## src/rtl/firc_pkg.sv

```systemverilog
`timescale 1ns / 1ps
`default_nettype none
// ----------------------------------------------------------------------------
// firc_pkg: shared types and constants of the circular FIR filter
// Register map codes, default parameter values and the per-cell control group.
// ----------------------------------------------------------------------------
package firc_pkg;

    localparam int DEF_MAX_TAPS    = 64;
    localparam int DEF_SAMPLE_BITS = 24;
    localparam int DEF_COEF_BITS   = 18;

    localparam int TAP_CFG_W     = 7;
    localparam int IDX_CFG_W     = 6;
    localparam int TAP_COUNT_RST = 64;

    localparam int APB_ADDR_W = 4;
    localparam int APB_DATA_W = 32;

    typedef enum logic [1:0] {
        REG_TAP_COUNT  = 2'd0,
        REG_COEF_INDEX = 2'd1,
        REG_COEF_VALUE = 2'd2
    } t_reg_idx;

    typedef struct packed {
        logic                 shift;
        logic                 rotate;
        logic                 clear;
        logic                 coef_we;
        logic [IDX_CFG_W-1:0] coef_idx;
    } t_cell_ctrl;

endpackage
`default_nettype wire

```

## src/rtl/firc_cell.sv

```systemverilog
`timescale 1ns / 1ps
`default_nettype none
// ----------------------------------------------------------------------------
// firc_cell: one tap of the delay line
// Holds one sample and one coefficient. Shifts samples toward older taps on a
// new item and rotates both values toward cell 0 while the sum is walked.
// ----------------------------------------------------------------------------
module firc_cell #(
    parameter int SAMPLE_BITS = firc_pkg::DEF_SAMPLE_BITS,
    parameter int COEF_BITS   = firc_pkg::DEF_COEF_BITS,
    parameter int CELL_IDX    = 0
) (
    input  logic                          i_clk,
    input  logic                          i_rst_n,
    input  firc_pkg::t_cell_ctrl          i_ctrl,
    input  logic signed [SAMPLE_BITS-1:0] i_prev_smp,
    input  logic signed [SAMPLE_BITS-1:0] i_next_smp,
    input  logic signed [COEF_BITS-1:0]   i_next_coef,
    input  logic signed [COEF_BITS-1:0]   i_coef_wdata,
    output logic signed [SAMPLE_BITS-1:0] o_smp,
    output logic signed [COEF_BITS-1:0]   o_coef
);
    import firc_pkg::*;

    logic signed [SAMPLE_BITS-1:0] r_smp;
    logic signed [COEF_BITS-1:0]   r_coef;
    logic                          coef_hit;

    assign coef_hit = i_ctrl.coef_we && (32'(i_ctrl.coef_idx) == 32'(CELL_IDX));

    always_ff @(posedge i_clk) begin
        if (!i_rst_n) begin
            r_smp  <= '0;
            r_coef <= '0;
        end else begin
            if (i_ctrl.clear) begin
                r_smp <= '0;
            end else if (i_ctrl.shift) begin
                r_smp <= i_prev_smp;
            end else if (i_ctrl.rotate) begin
                r_smp <= i_next_smp;
            end
            if (coef_hit) begin
                r_coef <= i_coef_wdata;
            end else if (i_ctrl.rotate) begin
                r_coef <= i_next_coef;
            end
        end
    end

    assign o_smp  = r_smp;
    assign o_coef = r_coef;

endmodule
`default_nettype wire

```

## config.mk

```make
export PLATFORM = sky130hd
export DESIGN_NAME = firc_cell
export DESIGN_NICKNAME = d
export VERILOG_FILES = /design/src/rtl/firc_pkg.sv /design/src/rtl/firc_cell.sv
export SDC_FILE = /design/constraint.sdc
export NUM_CORES = 1
export LEC_CHECK = 0
export ABC_AREA = 1
export BUFFER_PORTS_ARGS = -buffer_cell sky130_fd_sc_hd__clkbuf_2
export CORE_MARGIN = 5
export CORE_UTILIZATION = 47
export DETAILED_ROUTE_END_ITERATION = 12
export HOLD_SLACK_MARGIN = 0.02
export PLACE_DENSITY = 0.86
export SLEW_MARGIN = 20
export SYNTH_ARGS = -nofsm -noshare
export SYNTH_HDL_FRONTEND = slang
export SYNTH_SLANG_ARGS = --single-unit
```

## constraint.sdc

```tcl
create_clock -name i_clk -period 2.45 [get_ports i_clk]
set_clock_uncertainty 0.15 [all_clocks]
set_input_delay 0.49 -clock i_clk [delete_from_list [all_inputs] [get_ports i_clk]]
set_output_delay 0.49 -clock i_clk [all_outputs]
set_load 0.1 [all_outputs]
```

# [Yosys cells after proc, flatten, opt, wreduce, memory -nomap -nowiden]
# Cells that the tools add are included.
[totals] register_bits=42 in_bits=96 out_inout_bits=42 elab_cells=12
[op_classes] mux=4 bitwise=1 reduce_logical=5
[op_table] cell="two-way mux 24 bit" count=2
[op_table] cell="two-way mux 18 bit" count=2
[op_table] cell="logical NOT 6 bit" count=1
[op_table] cell="nonzero test 2 bit" count=2
[op_table] cell="OR reduction 2 bit" count=1
[op_table] cell="logical AND 1 bit" count=1
[op_table] cell="NOT 1 bit" count=1

# [Logic depth before layout (Yosys ltp)]
[depth] word_depth=3 depth_mapped=8 depth_no_buf=7

# [Least setup slack after synthesis]
# No wires, ideal clock.
[synth_path] kind="reg2out" startpoint="register r_smp[23], in the netlist o_smp[23]" endpoint="output o_smp[23]" t_arrival_ps=939 required_ps=1810 slack_ps=871 path_stages_with_launch=1 n_path_buf=0 path_cell_list="dfxtp_1"
[synth_rtl] item="start: declaration" line="firc_cell.sv:25" source="logic signed [SAMPLE_BITS-1:0] r_smp;"
[synth_rtl] item="start signal: assignment" line="firc_cell.sv:39" source="r_smp <= i_prev_smp;"
[synth_rtl] item="start signal: assignment" line="firc_cell.sv:41" source="r_smp <= i_next_smp;"
[synth_rtl] item="end: declaration" line="firc_cell.sv:20" source="output logic signed [SAMPLE_BITS-1:0] o_smp,"
# No word-level cell between the ends.

# [Worst setup path after layout]
[layout_path] startpoint="register r_coef[14], in the netlist o_coef[14]" endpoint="output o_coef[14]"
[layout_rtl] item="start: declaration" line="firc_cell.sv:26" source="logic signed [COEF_BITS-1:0] r_coef;"
[layout_rtl] item="start signal: assignment" line="firc_cell.sv:44" source="r_coef <= i_coef_wdata;"
[layout_rtl] item="start signal: assignment" line="firc_cell.sv:46" source="r_coef <= i_next_coef;"
[layout_rtl] item="end: declaration" line="firc_cell.sv:21" source="output logic signed [COEF_BITS-1:0] o_coef"
# No word-level cell between the ends.

==> impl_metrics.py <==
metrics = {
    "place": {
        "io_buffers": 137,
        "place_ws_ns": 0.745,
        "placed_area_sq_um": 2920,
        "place_congestion": 0.777,
        "dp.cells": 523,
        "hpwlAfterDp_um": 4930,
    },
    "finish": {
        "fillers": 451,
        "area_growth_pct": 30.9,
        "final_area_sq_um": 3000,
        "diodes": 0,
        "final_cells": 530,
        "drive_gt1_frac": 0.367,
        "final_common_cell": "clkbuf_2",
        "utilization": 0.635,
        "final_cell_mix": "137 x clkbuf_2, 134 x nand2_1, 47 x inv_1",
        "nets": 559,
    },
    "timing": {
        "drv_slew": 0,
        "hold_viol_final": 0,
        "fin_hold_ws_ns": 0.338,
        "setup_slack_ns": 0.710,
        "max_freq_mhz": 575,
        "period_minus_slack_ns": 1.74,
        "setup_viol": 0,
        "rsz0062_at_grt": "no",
        "worst-slew-pin-transition_ns": 0.564,
        "maxSlewHeadroom": 0.626,
        "final.period_utilization": 0.710,
        "setup_tns_ns": 0,
    },
    "routing": {
        "route.vias.total": 2514,
        "drc": 0,
        "totalWireLength_um": 6290,
        "detail-route-antenna-nets": 0,
        "dr.pass1.iters": 4,
        "drt_iter0_drc": 102,
        "wl_per_cell_um": 11.9,
        "routed_via_density": 4.74,
    },
    "power_and_ir_drop": {
        "power_frac_seq": 0.443,
        "finalPower_mw": 1.65,
        "vdd_drop_max_mv": 0.375,
        "leakage_nw": 1.85,
        "comb_power_share": 0.310,
        "p_sw_mw": 0.611,
        "internal_power_mw": 1.04,
        "pwr_density_cell_nw_per_um2": 552,
        "clock_power_share": 0.247,
        "swShare": 0.369,
    },
    "synth": {
        "synthTopCellsByArea": "dfxtp_1 37%, nand2_1 22%, nand3_1 9.0%",
        "synth_top_cell_by_area": "dfxtp_1",
        "synthesis.area_sq_um": 2290,
        "synth_top_area_frac": 0.367,
        "syn_area_per_cell_sq_um": 6.86,
        "ys_seq_elements": 42,
        "yosysWarnings": 0,
        "synth_nets": 430,
        "synth_cell_types": 19,
        "syn_inst": 334,
        "yosysSeqAreaShare": 0.367,
    },
    "setup_path": {
        "cp_max_fo": 2,
        "cp.arrival_ns": 1.10,
        "crit_start": "o_coef[14]",
        "end_kind": "output pin",
        "crit_family": "buffers and inverters",
        "slowest_stage": "clkbuf_2",
        "r2r-end": "o_smp[20]",
        "timing.rr.start": "o_smp[20]",
        "start_kind": "flop",
        "worstPathCellList": "clkbuf_2",
        "reg2reg_depth": 4,
        "crit_buf_inv": 1,
        "cp.depth": 1,
        "slowest_delay_ns": 0.47,
        "required_ns": 1.81,
        "r2r_slack_ns": 1.56,
        "criticalPathCategory": "reg -> out",
        "endpoint": "o_coef[14]",
    },
    "global_routing": {
        "antenna_found_initial": 0,
        "grt_pass1_wl_um": 10100,
        "grt_max_degree": 37,
        "grt_pass1_vias": 2400,
        "track_usage": 0.195,
        "grt_overflow": 0,
    },
    "hold_path": {
        "min_path_type": "reg -> reg",
        "worstHoldStart": "o_coef[5]",
    },
    "cts": {
        "clk_latency_ns": 0.27,
        "cts_root_buf": "clkbuf_8",
        "cts.clk_slew.worst_paths_ns": 0.07,
        "numCtsBuffers": 5,
        "cts_hold_buf": 0,
        "clock_path_buffers": 2,
        "htree_levels": 2,
        "cts_resized": 0,
        "cts_tree": "yes",
        "clock-sinks": 42,
        "cts_setup_buffers": 0,
    },
    "die": {
        "rows": 25,
        "dieHeight_um": 79.8,
        "die-area_sq_um": 6370,
        "die_w_um": 79.8,
        "boundaryPins": 138,
        "core_area_sq_um": 4720,
        "start_util": 0.485,
    },
    "run_status": {
        "status": "finished clean",
    },
    "run": {
        "cap_violations": 0,
    },
}
## state kept, by name, summed over array words and instances (netlist names)
name    count
o_smp      24
o_coef     18
## power by group through the flow
stage | Clock, mW | Combinational (mW) | Sequential [mW]
final | 0.408 | 0.512 | 0.733
after global routing | 0.456 | 0.549 | 0.737
after CTS | 0.424 | 0.515 | 0.733
after detailed placement | 0 | 0.514 | 0.749
after global placement | 0 | 0.508 | 0.747
after floorplan | 0 | 0.155 | 0.984
## synth_stat cells (all sizes together)
master and n:
dfxtp 42, nand3 41, buf 17, nand2 138, a22oi 19, clkbuf 1, nor2 7, a21oi 18
inv 51
## cell type report
| type | instances | area (sq um) | share of cell area |
|---|---|---|---|
| Timing Repair Buffer | 140 | 708 | 0.236 |
| Inverter | 51 | 191 | 0.0639 |
| Multi-Input combinational cell | 223 | 1100 | 0.366 |
| Clock buffer | 7 | 76.3 | 0.0255 |
| Sequential cell | 42 | 841 | 0.280 |
| Tap cell | 67 | 83.8 | 0.0280 |
## worst min-delay path by stage
| stage | cells after the start | endpoint | slack (ns) |
|---|---|---|---|
| 2_1_floorplan | 2 | o_coef[0] | 0.52 |
| 3_3_place_gp | 2 | o_coef[17] | 0.32 |
| 3_5_place_dp | 2 | o_coef[5] | 0.33 |
| 4_1_cts | 5 | o_smp[22] | 0.33 |
| 5_1_grt | 2 | o_coef[7] | 0.36 |
| 6_report | 2 | o_coef[5] | 0.34 |
## kinds of logic after synthesis
family	count (synthesis)	share of synthesized area
AND/OR/NAND/NOR	186	0.359
buffers and inverters	69	0.154
flip-flops	42	0.367
AO/OA/AOI/OAI	37	0.120
## per-layer routing
| metal | track usage | vias up | wire [um] | share of wire |
|---|---|---|---|---|
| li1 | - | 1292 | - | - |
| met1 | 0.214 | 1123 | 2420 | 0.38 |
| met2 | 0.371 | 83 | 3390 | 0.54 |
| met3 | 0.0316 | 16 | 333 | 0.053 |
| met4 | 0.0760 | 0 | 143 | 0.023 |
| met5 | 0 | - | 0 | 0 |
Power figures use the tool's default switching activity.
