`config.mk`:
```
export PLATFORM = sky130hd
export DESIGN_NAME = firc_mac
export DESIGN_NICKNAME = d
export VERILOG_FILES = /design/src/rtl/firc_pkg.sv /design/src/rtl/firc_mac.sv
export SDC_FILE = /design/constraint.sdc
export NUM_CORES = 1
export LEC_CHECK = 0
export ABC_AREA = 1
export ABC_CLOCK_PERIOD_IN_PS = 9500
export BUFFER_PORTS_ARGS = -buffer_cell sky130_fd_sc_hd__clkbuf_2
export CAP_MARGIN = 40
export CORE_MARGIN = 5
export CORE_UTILIZATION = 40
export DETAILED_ROUTE_END_ITERATION = 8
export PLACE_DENSITY_LB_ADDON = 0.08
export SLEW_MARGIN = 40
export SYNTH_ARGS = -nofsm -noshare
export SYNTH_HDL_FRONTEND = slang
export SYNTH_SLANG_ARGS = --single-unit
```
`constraint.sdc`:
```
create_clock -name i_clk -period 9.5 [get_ports i_clk]
set_input_delay 1.425 -clock i_clk [delete_from_list [all_inputs] [get_ports i_clk]]
set_output_delay 1.425 -clock i_clk [all_outputs]
set_load 0.01 [all_outputs]
```
`src/rtl/firc_pkg.sv`:
```
`timescale 1ns / 1ps
`default_nettype none
// ----------------------------------------------------------------------------
// firc_pkg: shared types and constants of the circular FIR filter
// Register map codes, default parameter values and the per-cell control group.
// ----------------------------------------------------------------------------
package firc_pkg;

    localparam int DEF_MAX_TAPS    = 64;
    localparam int DEF_SAMPLE_BITS = 24;
    localparam int DEF_COEF_BITS   = 18;

    localparam int TAP_CFG_W     = 7;
    localparam int IDX_CFG_W     = 6;
    localparam int TAP_COUNT_RST = 64;

    localparam int APB_ADDR_W = 4;
    localparam int APB_DATA_W = 32;

    typedef enum logic [1:0] {
        REG_TAP_COUNT  = 2'd0,
        REG_COEF_INDEX = 2'd1,
        REG_COEF_VALUE = 2'd2
    } t_reg_idx;

    typedef struct packed {
        logic                 shift;
        logic                 rotate;
        logic                 clear;
        logic                 coef_we;
        logic [IDX_CFG_W-1:0] coef_idx;
    } t_cell_ctrl;

endpackage
`default_nettype wire

```
`src/rtl/firc_mac.sv`:
```
`timescale 1ns / 1ps
`default_nettype none
// ----------------------------------------------------------------------------
// firc_mac: shared multiply-accumulate and output rounding
// Registered product, accumulator, then round-half-up and saturate to the
// sample format.
// ----------------------------------------------------------------------------
module firc_mac #(
    parameter int MAX_TAPS    = firc_pkg::DEF_MAX_TAPS,
    parameter int SAMPLE_BITS = firc_pkg::DEF_SAMPLE_BITS,
    parameter int COEF_BITS   = firc_pkg::DEF_COEF_BITS
) (
    input  logic                          i_clk,
    input  logic                          i_rst_n,
    input  logic                          i_clear,
    input  logic                          i_prod_en,
    input  logic signed [SAMPLE_BITS-1:0] i_sample,
    input  logic signed [COEF_BITS-1:0]   i_coef,
    output logic signed [SAMPLE_BITS-1:0] o_result,
    output logic                          o_prod_vld
);
    import firc_pkg::*;

    localparam int PROD_W = SAMPLE_BITS + COEF_BITS;
    localparam int SUM_W  = PROD_W + $clog2(MAX_TAPS);
    localparam int ACC_W  = (SUM_W > 64) ? 64 : SUM_W;
    localparam int FRAC   = COEF_BITS - 1;

    localparam logic signed [ACC_W-1:0] RND_HALF = ACC_W'(1) << (FRAC - 1);
    localparam logic signed [ACC_W-1:0] SAT_HI   =
        ACC_W'((64'sd1 <<< (SAMPLE_BITS - 1)) - 64'sd1);
    localparam logic signed [ACC_W-1:0] SAT_LO   = -SAT_HI - ACC_W'(1);

    logic signed [PROD_W-1:0] r_prod;
    logic                     r_prod_v;
    logic signed [ACC_W-1:0]  r_acc;
    logic signed [ACC_W-1:0]  rnd;
    logic signed [ACC_W-1:0]  shf;

    always_ff @(posedge i_clk) begin
        if (!i_rst_n) begin
            r_prod_v <= 1'b0;
        end else begin
            r_prod_v <= i_prod_en;
        end
    end

    always_ff @(posedge i_clk) begin
        r_prod <= i_sample * i_coef;
        if (i_clear) begin
            r_acc <= '0;
        end else if (r_prod_v) begin
            r_acc <= r_acc + ACC_W'(r_prod);
        end
    end

    always_comb begin
        rnd = r_acc + RND_HALF;
        shf = rnd >>> FRAC;
        if (shf > SAT_HI) begin
            o_result = SAMPLE_BITS'(SAT_HI);
        end else if (shf < SAT_LO) begin
            o_result = SAMPLE_BITS'(SAT_LO);
        end else begin
            o_result = SAMPLE_BITS'(shf);
        end
    end

    assign o_prod_vld = r_prod_v;

endmodule
`default_nettype wire
```
# ---- Word level (Yosys, flattened, before mapping)
# Cells that the tools add are included.
dict set report totals {
  in_bits 46
  ff_bits 91
}
dict set report op_classes {
  n_mux 2
  multipliers 1
  add_sub_neg 2
  n_lt_le_gt_ge 2
}
# op n
set ops {}
lappend ops {{$add A48 B18 Y48 const B} 1}
lappend ops {{$add A48 B42 Y48} 1}
lappend ops {{$mux W24} 2}
lappend ops {{$mul A24 B18 Y42} 1}
lappend ops {{$gt A31 B24 Y1 const B} 1}
lappend ops {{$lt A31 B24 Y1 const B} 1}

# ---- Logic depth before layout (Yosys ltp)
dict set report logic_depth {
  depth_word 4
  ltp_mapped 30
}

# ---- Worst setup path before layout
# Ideal clock, no wire load.
dict set report synth_timing {
  path_kind {input port to flip-flop}
  startpoint {input port i_sample[23]}
  endpoint {register r_prod[41]}
  path_stages 19
  t_arrival_ps 6776
  required_ps 9376
  setup_slack_ps 2600
  setup_ps 124
  cell_sequence {clkbuf_1 -> clkbuf_1 -> nand2_1 -> inv_1 -> fa_1 -> fa_1 -> fa_1 -> fa_1 -> fa_1 -> inv_1 -> fa_1 -> inv_1 -> ha_1 -> a21oi_1 -> a21boi_0 -> o21ai_0 -> nand3_1 -> nand4_1 -> xor2_1}
}
dict set report synth_between {
  elab_chain_len 1
}
# element line
set synth_rtl {}
lappend synth_rtl {{start, declared} firc_mac.sv:17} ;# input logic signed [SAMPLE_BITS-1:0] i_sample,
lappend synth_rtl {{$mul A24 B18 Y42} firc_mac.sv:49} ;# r_prod <= i_sample * i_coef;
lappend synth_rtl {{end signal, assigned} firc_mac.sv:49}
lappend synth_rtl {{end, declared} firc_mac.sv:34} ;# logic signed [PROD_W-1:0] r_prod;
# Every way passes these cells.
# A chain may end at the register's enable or synchronous reset.

# ---- Final worst setup path
dict set report layout_timing {
  startpoint {input port i_coef[6]}
  endpoint {register r_prod[39]}
}
dict set report layout_between {
  elab_chain_len 1
}
# element line
set layout_rtl {}
lappend layout_rtl {{start, declared} firc_mac.sv:18} ;# input logic signed [COEF_BITS-1:0] i_coef,
lappend layout_rtl {{$mul A24 B18 Y42} firc_mac.sv:49}
# Every way passes these cells.

==> metrics.txt <==
# TYPE chip_impl_metric gauge
chip_impl_metric{name="post_cts_hold_buffer_count",unit=""} 0
chip_impl_metric{name="cts_made_buffers",unit=""} 9
chip_impl_metric{name="gp_congestion",unit=""} 0.9481
chip_impl_metric{name="path_max_fanout",unit=""} 24
chip_impl_info{name="yosysTopAreaCell",value="fa_1"} 1
chip_impl_metric{name="timing.critical_path.arrival",unit="ps"} 7450
chip_impl_info{name="synth_flop_cell",value="dfxtp_1"} 1
chip_impl_metric{name="grt_first_pass_wirelength",unit="um"} 118500
chip_impl_metric{name="post_route_cells_drive_above_1_share",unit="%"} 3.484
chip_impl_metric{name="drt_first_pass_iters",unit=""} 6
chip_impl_info{name="cts_tree",value="built"} 1
chip_impl_metric{name="cts.sink_count",unit=""} 91
chip_impl_info{name="synth_top_cells_by_area",value="fa_1 (36%), nand2_1 (15%), inv_1 (15%), ha_1 (8.0%), dfxtp_1 (7.6%)"} 1
chip_impl_metric{name="worst_slew_pin_slew",unit="ps"} 815.7
chip_impl_metric{name="yosysWarningCount",unit=""} 0
chip_impl_metric{name="floorplan.core_area",unit="sq um"} 59130
chip_impl_metric{name="gr-usage-met2",unit="%"} 40.43
chip_impl_metric{name="clkLatencyLatePin",unit="ps"} 380
chip_impl_metric{name="detail_route.wl_per_cell",unit="um"} 17.62
chip_impl_metric{name="vias_in_the_first_global_route",unit=""} 21490
chip_impl_metric{name="r2r_cells",unit=""} 15
chip_impl_metric{name="synth_enable_flop_cells",unit=""} 0
chip_impl_info{name="timing.critical_path.cells",value="clkbuf_2, nand2_1, inv_1, fa_1, fa_1, fa_1, fa_1, fa_1, inv_1, fa_1, inv_1, ha_1, nand2_1, o21ai_0, nand2_1, o211ai_1, a21oi_1, nand3_1, xor2_1"} 1
chip_impl_metric{name="slew_violations",unit=""} 0
chip_impl_metric{name="synth_seq_area_share",unit="%"} 7.616
chip_impl_metric{name="largest_net_degree_at_the_start_of_global_routing",unit=""} 60
chip_impl_info{name="setup_repair_after_global_routing_missed_its_margin",value="false"} 1
chip_impl_metric{name="finalNetCount",unit=""} 4065
chip_impl_metric{name="post_cts_resize_count",unit=""} 0
chip_impl_metric{name="regToRegSetupSlack",unit="ps"} 6710
chip_impl_metric{name="max-clock-path-buffers",unit=""} 2
chip_impl_metric{name="postSynth.asyncResetShare",unit="%"} 0
chip_impl_metric{name="cap_viol_max_count",unit=""} 0
chip_impl_metric{name="floorplan.io_pins",unit=""} 71
chip_impl_info{name="timing.critical_path.from_type",value="input pin"} 1
chip_impl_metric{name="antenna_left",unit=""} 0
chip_impl_metric{name="clock-skew-final",unit="ps"} 11.31
chip_impl_metric{name="dpl.hpwl",unit="um"} 62700
chip_impl_metric{name="floorplan.die.width",unit="um"} 254.5
chip_impl_metric{name="postSynthRegisterBits",unit=""} 91
chip_impl_metric{name="antenna_found_initial",unit=""} 0
chip_impl_metric{name="yosysTopAreaCellShare",unit="%"} 35.65
chip_impl_metric{name="die-height",unit="um"} 254.5
chip_impl_info{name="timing.rr.start",value="r_acc[0]"} 1
chip_impl_metric{name="antenna_cells_inserted",unit=""} 0
chip_impl_metric{name="synth.cell_area",unit="sq um"} 23920
chip_impl_metric{name="cts.reportedPaths.clkPinSlew",unit="ps"} 60
chip_impl_metric{name="drc_markers",unit=""} 0
chip_impl_metric{name="initial_utilization",unit="%"} 40.45
chip_impl_info{name="critical_path.endpoint",value="r_prod[39]"} 1
chip_impl_metric{name="total_via_count_in_the_routed_design",unit=""} 20360
chip_impl_metric{name="globalRouteTotalUtil",unit="%"} 23.41
chip_impl_info{name="netlist_top_cells_count",value="nand2_1 (968), inv_1 (963), fa_1 (426), nor2_1 (258), ha_1 (153)"} 1
chip_impl_metric{name="postCtsSetupRepairBufs",unit=""} 0
chip_impl_info{name="post-synth-top-count-cell",value="nand2_1"} 1
chip_impl_metric{name="h-tree-depth",unit=""} 3
chip_impl_metric{name="post-route-period-util",unit="%"} 75.24
chip_impl_metric{name="globalRoute.totalOverflow",unit=""} 0
chip_impl_info{name="worst_path_max_delay_cell",value="fa_1"} 1
chip_impl_metric{name="report.final.hold_viol_count",unit=""} 0
chip_impl_metric{name="totalWireLength",unit="um"} 74290
chip_impl_metric{name="synth_cells",unit=""} 3458
chip_impl_metric{name="tns",unit="ps"} 0
chip_impl_metric{name="grtUsageMet3",unit="%"} 1.683
chip_impl_info{name="timing.critical_path.mode_cell",value="fa_1"} 1
chip_impl_metric{name="vias_per_cell",unit=""} 4.827
chip_impl_info{name="crit_start",value="i_coef[6]"} 1
chip_impl_metric{name="worst_slew_margin_rel",unit="%"} 45.62
chip_impl_info{name="global_route.peak_usage_layer",value="met2"} 1
chip_impl_metric{name="synth_cell_type_count",unit=""} 37
chip_impl_metric{name="die_area",unit="sq um"} 64790
chip_impl_metric{name="cp_data_required_time",unit="ps"} 9800
chip_impl_metric{name="finalWorstPathRequiredPeriod",unit="ps"} 7148
chip_impl_metric{name="finalSetupViolCount",unit=""} 0
chip_impl_info{name="crit-reg2reg-capture",value="r_acc[46]"} 1
chip_impl_info{name="clock-root-buffer",value="clkbuf_16"} 1
chip_impl_metric{name="drt_iter0_markers",unit=""} 1205
chip_impl_metric{name="avgSynthCellArea",unit="sq um"} 6.917
chip_impl_metric{name="port_buffers",unit=""} 70
chip_impl_info{name="outcome",value="complete, no violations"} 1
chip_impl_metric{name="placementRows",unit=""} 89
chip_impl_info{name="worstHoldPathType",value="reg2reg"} 1
chip_impl_metric{name="grt.met1_usage",unit="%"} 31.62
chip_impl_metric{name="synth.net_count",unit=""} 4083
chip_impl_info{name="timing.critical_path.to_type",value="register"} 1
chip_impl_metric{name="worst_path_largest_cell_delay",unit="ps"} 960
chip_impl_metric{name="layout-area-overhead-vs-synth",unit="%"} 5.121
chip_impl_info{name="crit_type",value="in2reg"} 1
chip_impl_metric{name="fmaxAchievable",unit="MHz"} 139.9
logic make-up (layout without fill, tap and decap cells):
family	after synthesis	count (layout)	synth area share (%)
and+or+nand+nor	1405	1405	23.49
buffers and inverters	1068	1054	16.83
AOI/OAI and AO/OA	235	235	5.477
xor gates and xnor gates	80	80	2.929
DFF	91	91	7.616
adders and majority gates	579	579	43.66
final cells by class:
cell class / instances / area (sq um)
inverter: 965 / 3622
clock buffer: 12 / 256.5
fill: 6221 / 33990
sequential: 91 / 1823
multi-input combinational: 2299 / 18070
tap: 773 / 967.2
timing repair buffer: 74 / 380.4
clock inverter: 3 / 23.77
worst min path at each step:
stage | start | to | depth (start not counted)
5_1_grt | r_acc[0] | r_acc[0] | 2
4_1_cts | r_acc[0] | r_acc[0] | 2
6_report | r_acc[0] | r_acc[0] | 2
3_5_place_dp | r_acc[0] | r_acc[0] | 2
2_1_floorplan | r_acc[0] | r_acc[0] | 2
3_3_place_gp | r_acc[0] | r_acc[0] | 2
state kept, by name, indices dropped and copies added (netlist names):
signal / count
r_prod: 42
r_acc: 48
o_prod_vld: 1
layer usage:
layer / up-vias / part of all wire [%]
li1: 9936 / -
met1: 9851 / 45
met2: 461 / 48
met3: 108 / 3.5
met4: 0 / 3.5
met5: - / 0
layout by cell type, fill, tap and decap left out, types with 6 or more instances in the layout:
master       n
a21oi_1    112
ha_1       153
nor3_1      19
nand2_1    968
fa_1       426
nand3_1    100
dfxtp_1     90
clkbuf_2    70
a21o_1      10
nand4_1     29
clkbuf_16    9
xnor2_1     13
nor2_1     258
nor2_4       6
inv_1      962
o21bai_1    22
o21ai_0     72
xor2_1      67
worst max-delay path, delay by kind of cell:
kind	cells	cell delay, ps
compound gates	3	600
xor+xnor	1	150
fa+ha+maj	7	3870
buf+inv	4	750
simple gates	4	640
metrics by stage:
| stage | cells | utilization (%) | instance area, sq um | setup slack, ps | hold slack [ps] |
|---|---|---|---|---|---|
| floorplan | 3458 | - | 23920 | 2600 | 444.7 |
| global placement | 4202 | 42.05 | 24870 | 1871 | 453.0 |
| detailed placement | 4202 | 42.05 | 24870 | 1906 | 459.3 |
| CTS | 4217 | 42.53 | 25150 | 2303 | 468.8 |
| global route | 4217 | 42.53 | 25150 | 1956 | 511.1 |
| finish | 4217 | 42.53 | 25150 | 2352 | 465.4 |
Power is left out: the tool's default activity adds up to more than one toggle a clock period on the data nets, which glitch-free logic cannot reach.
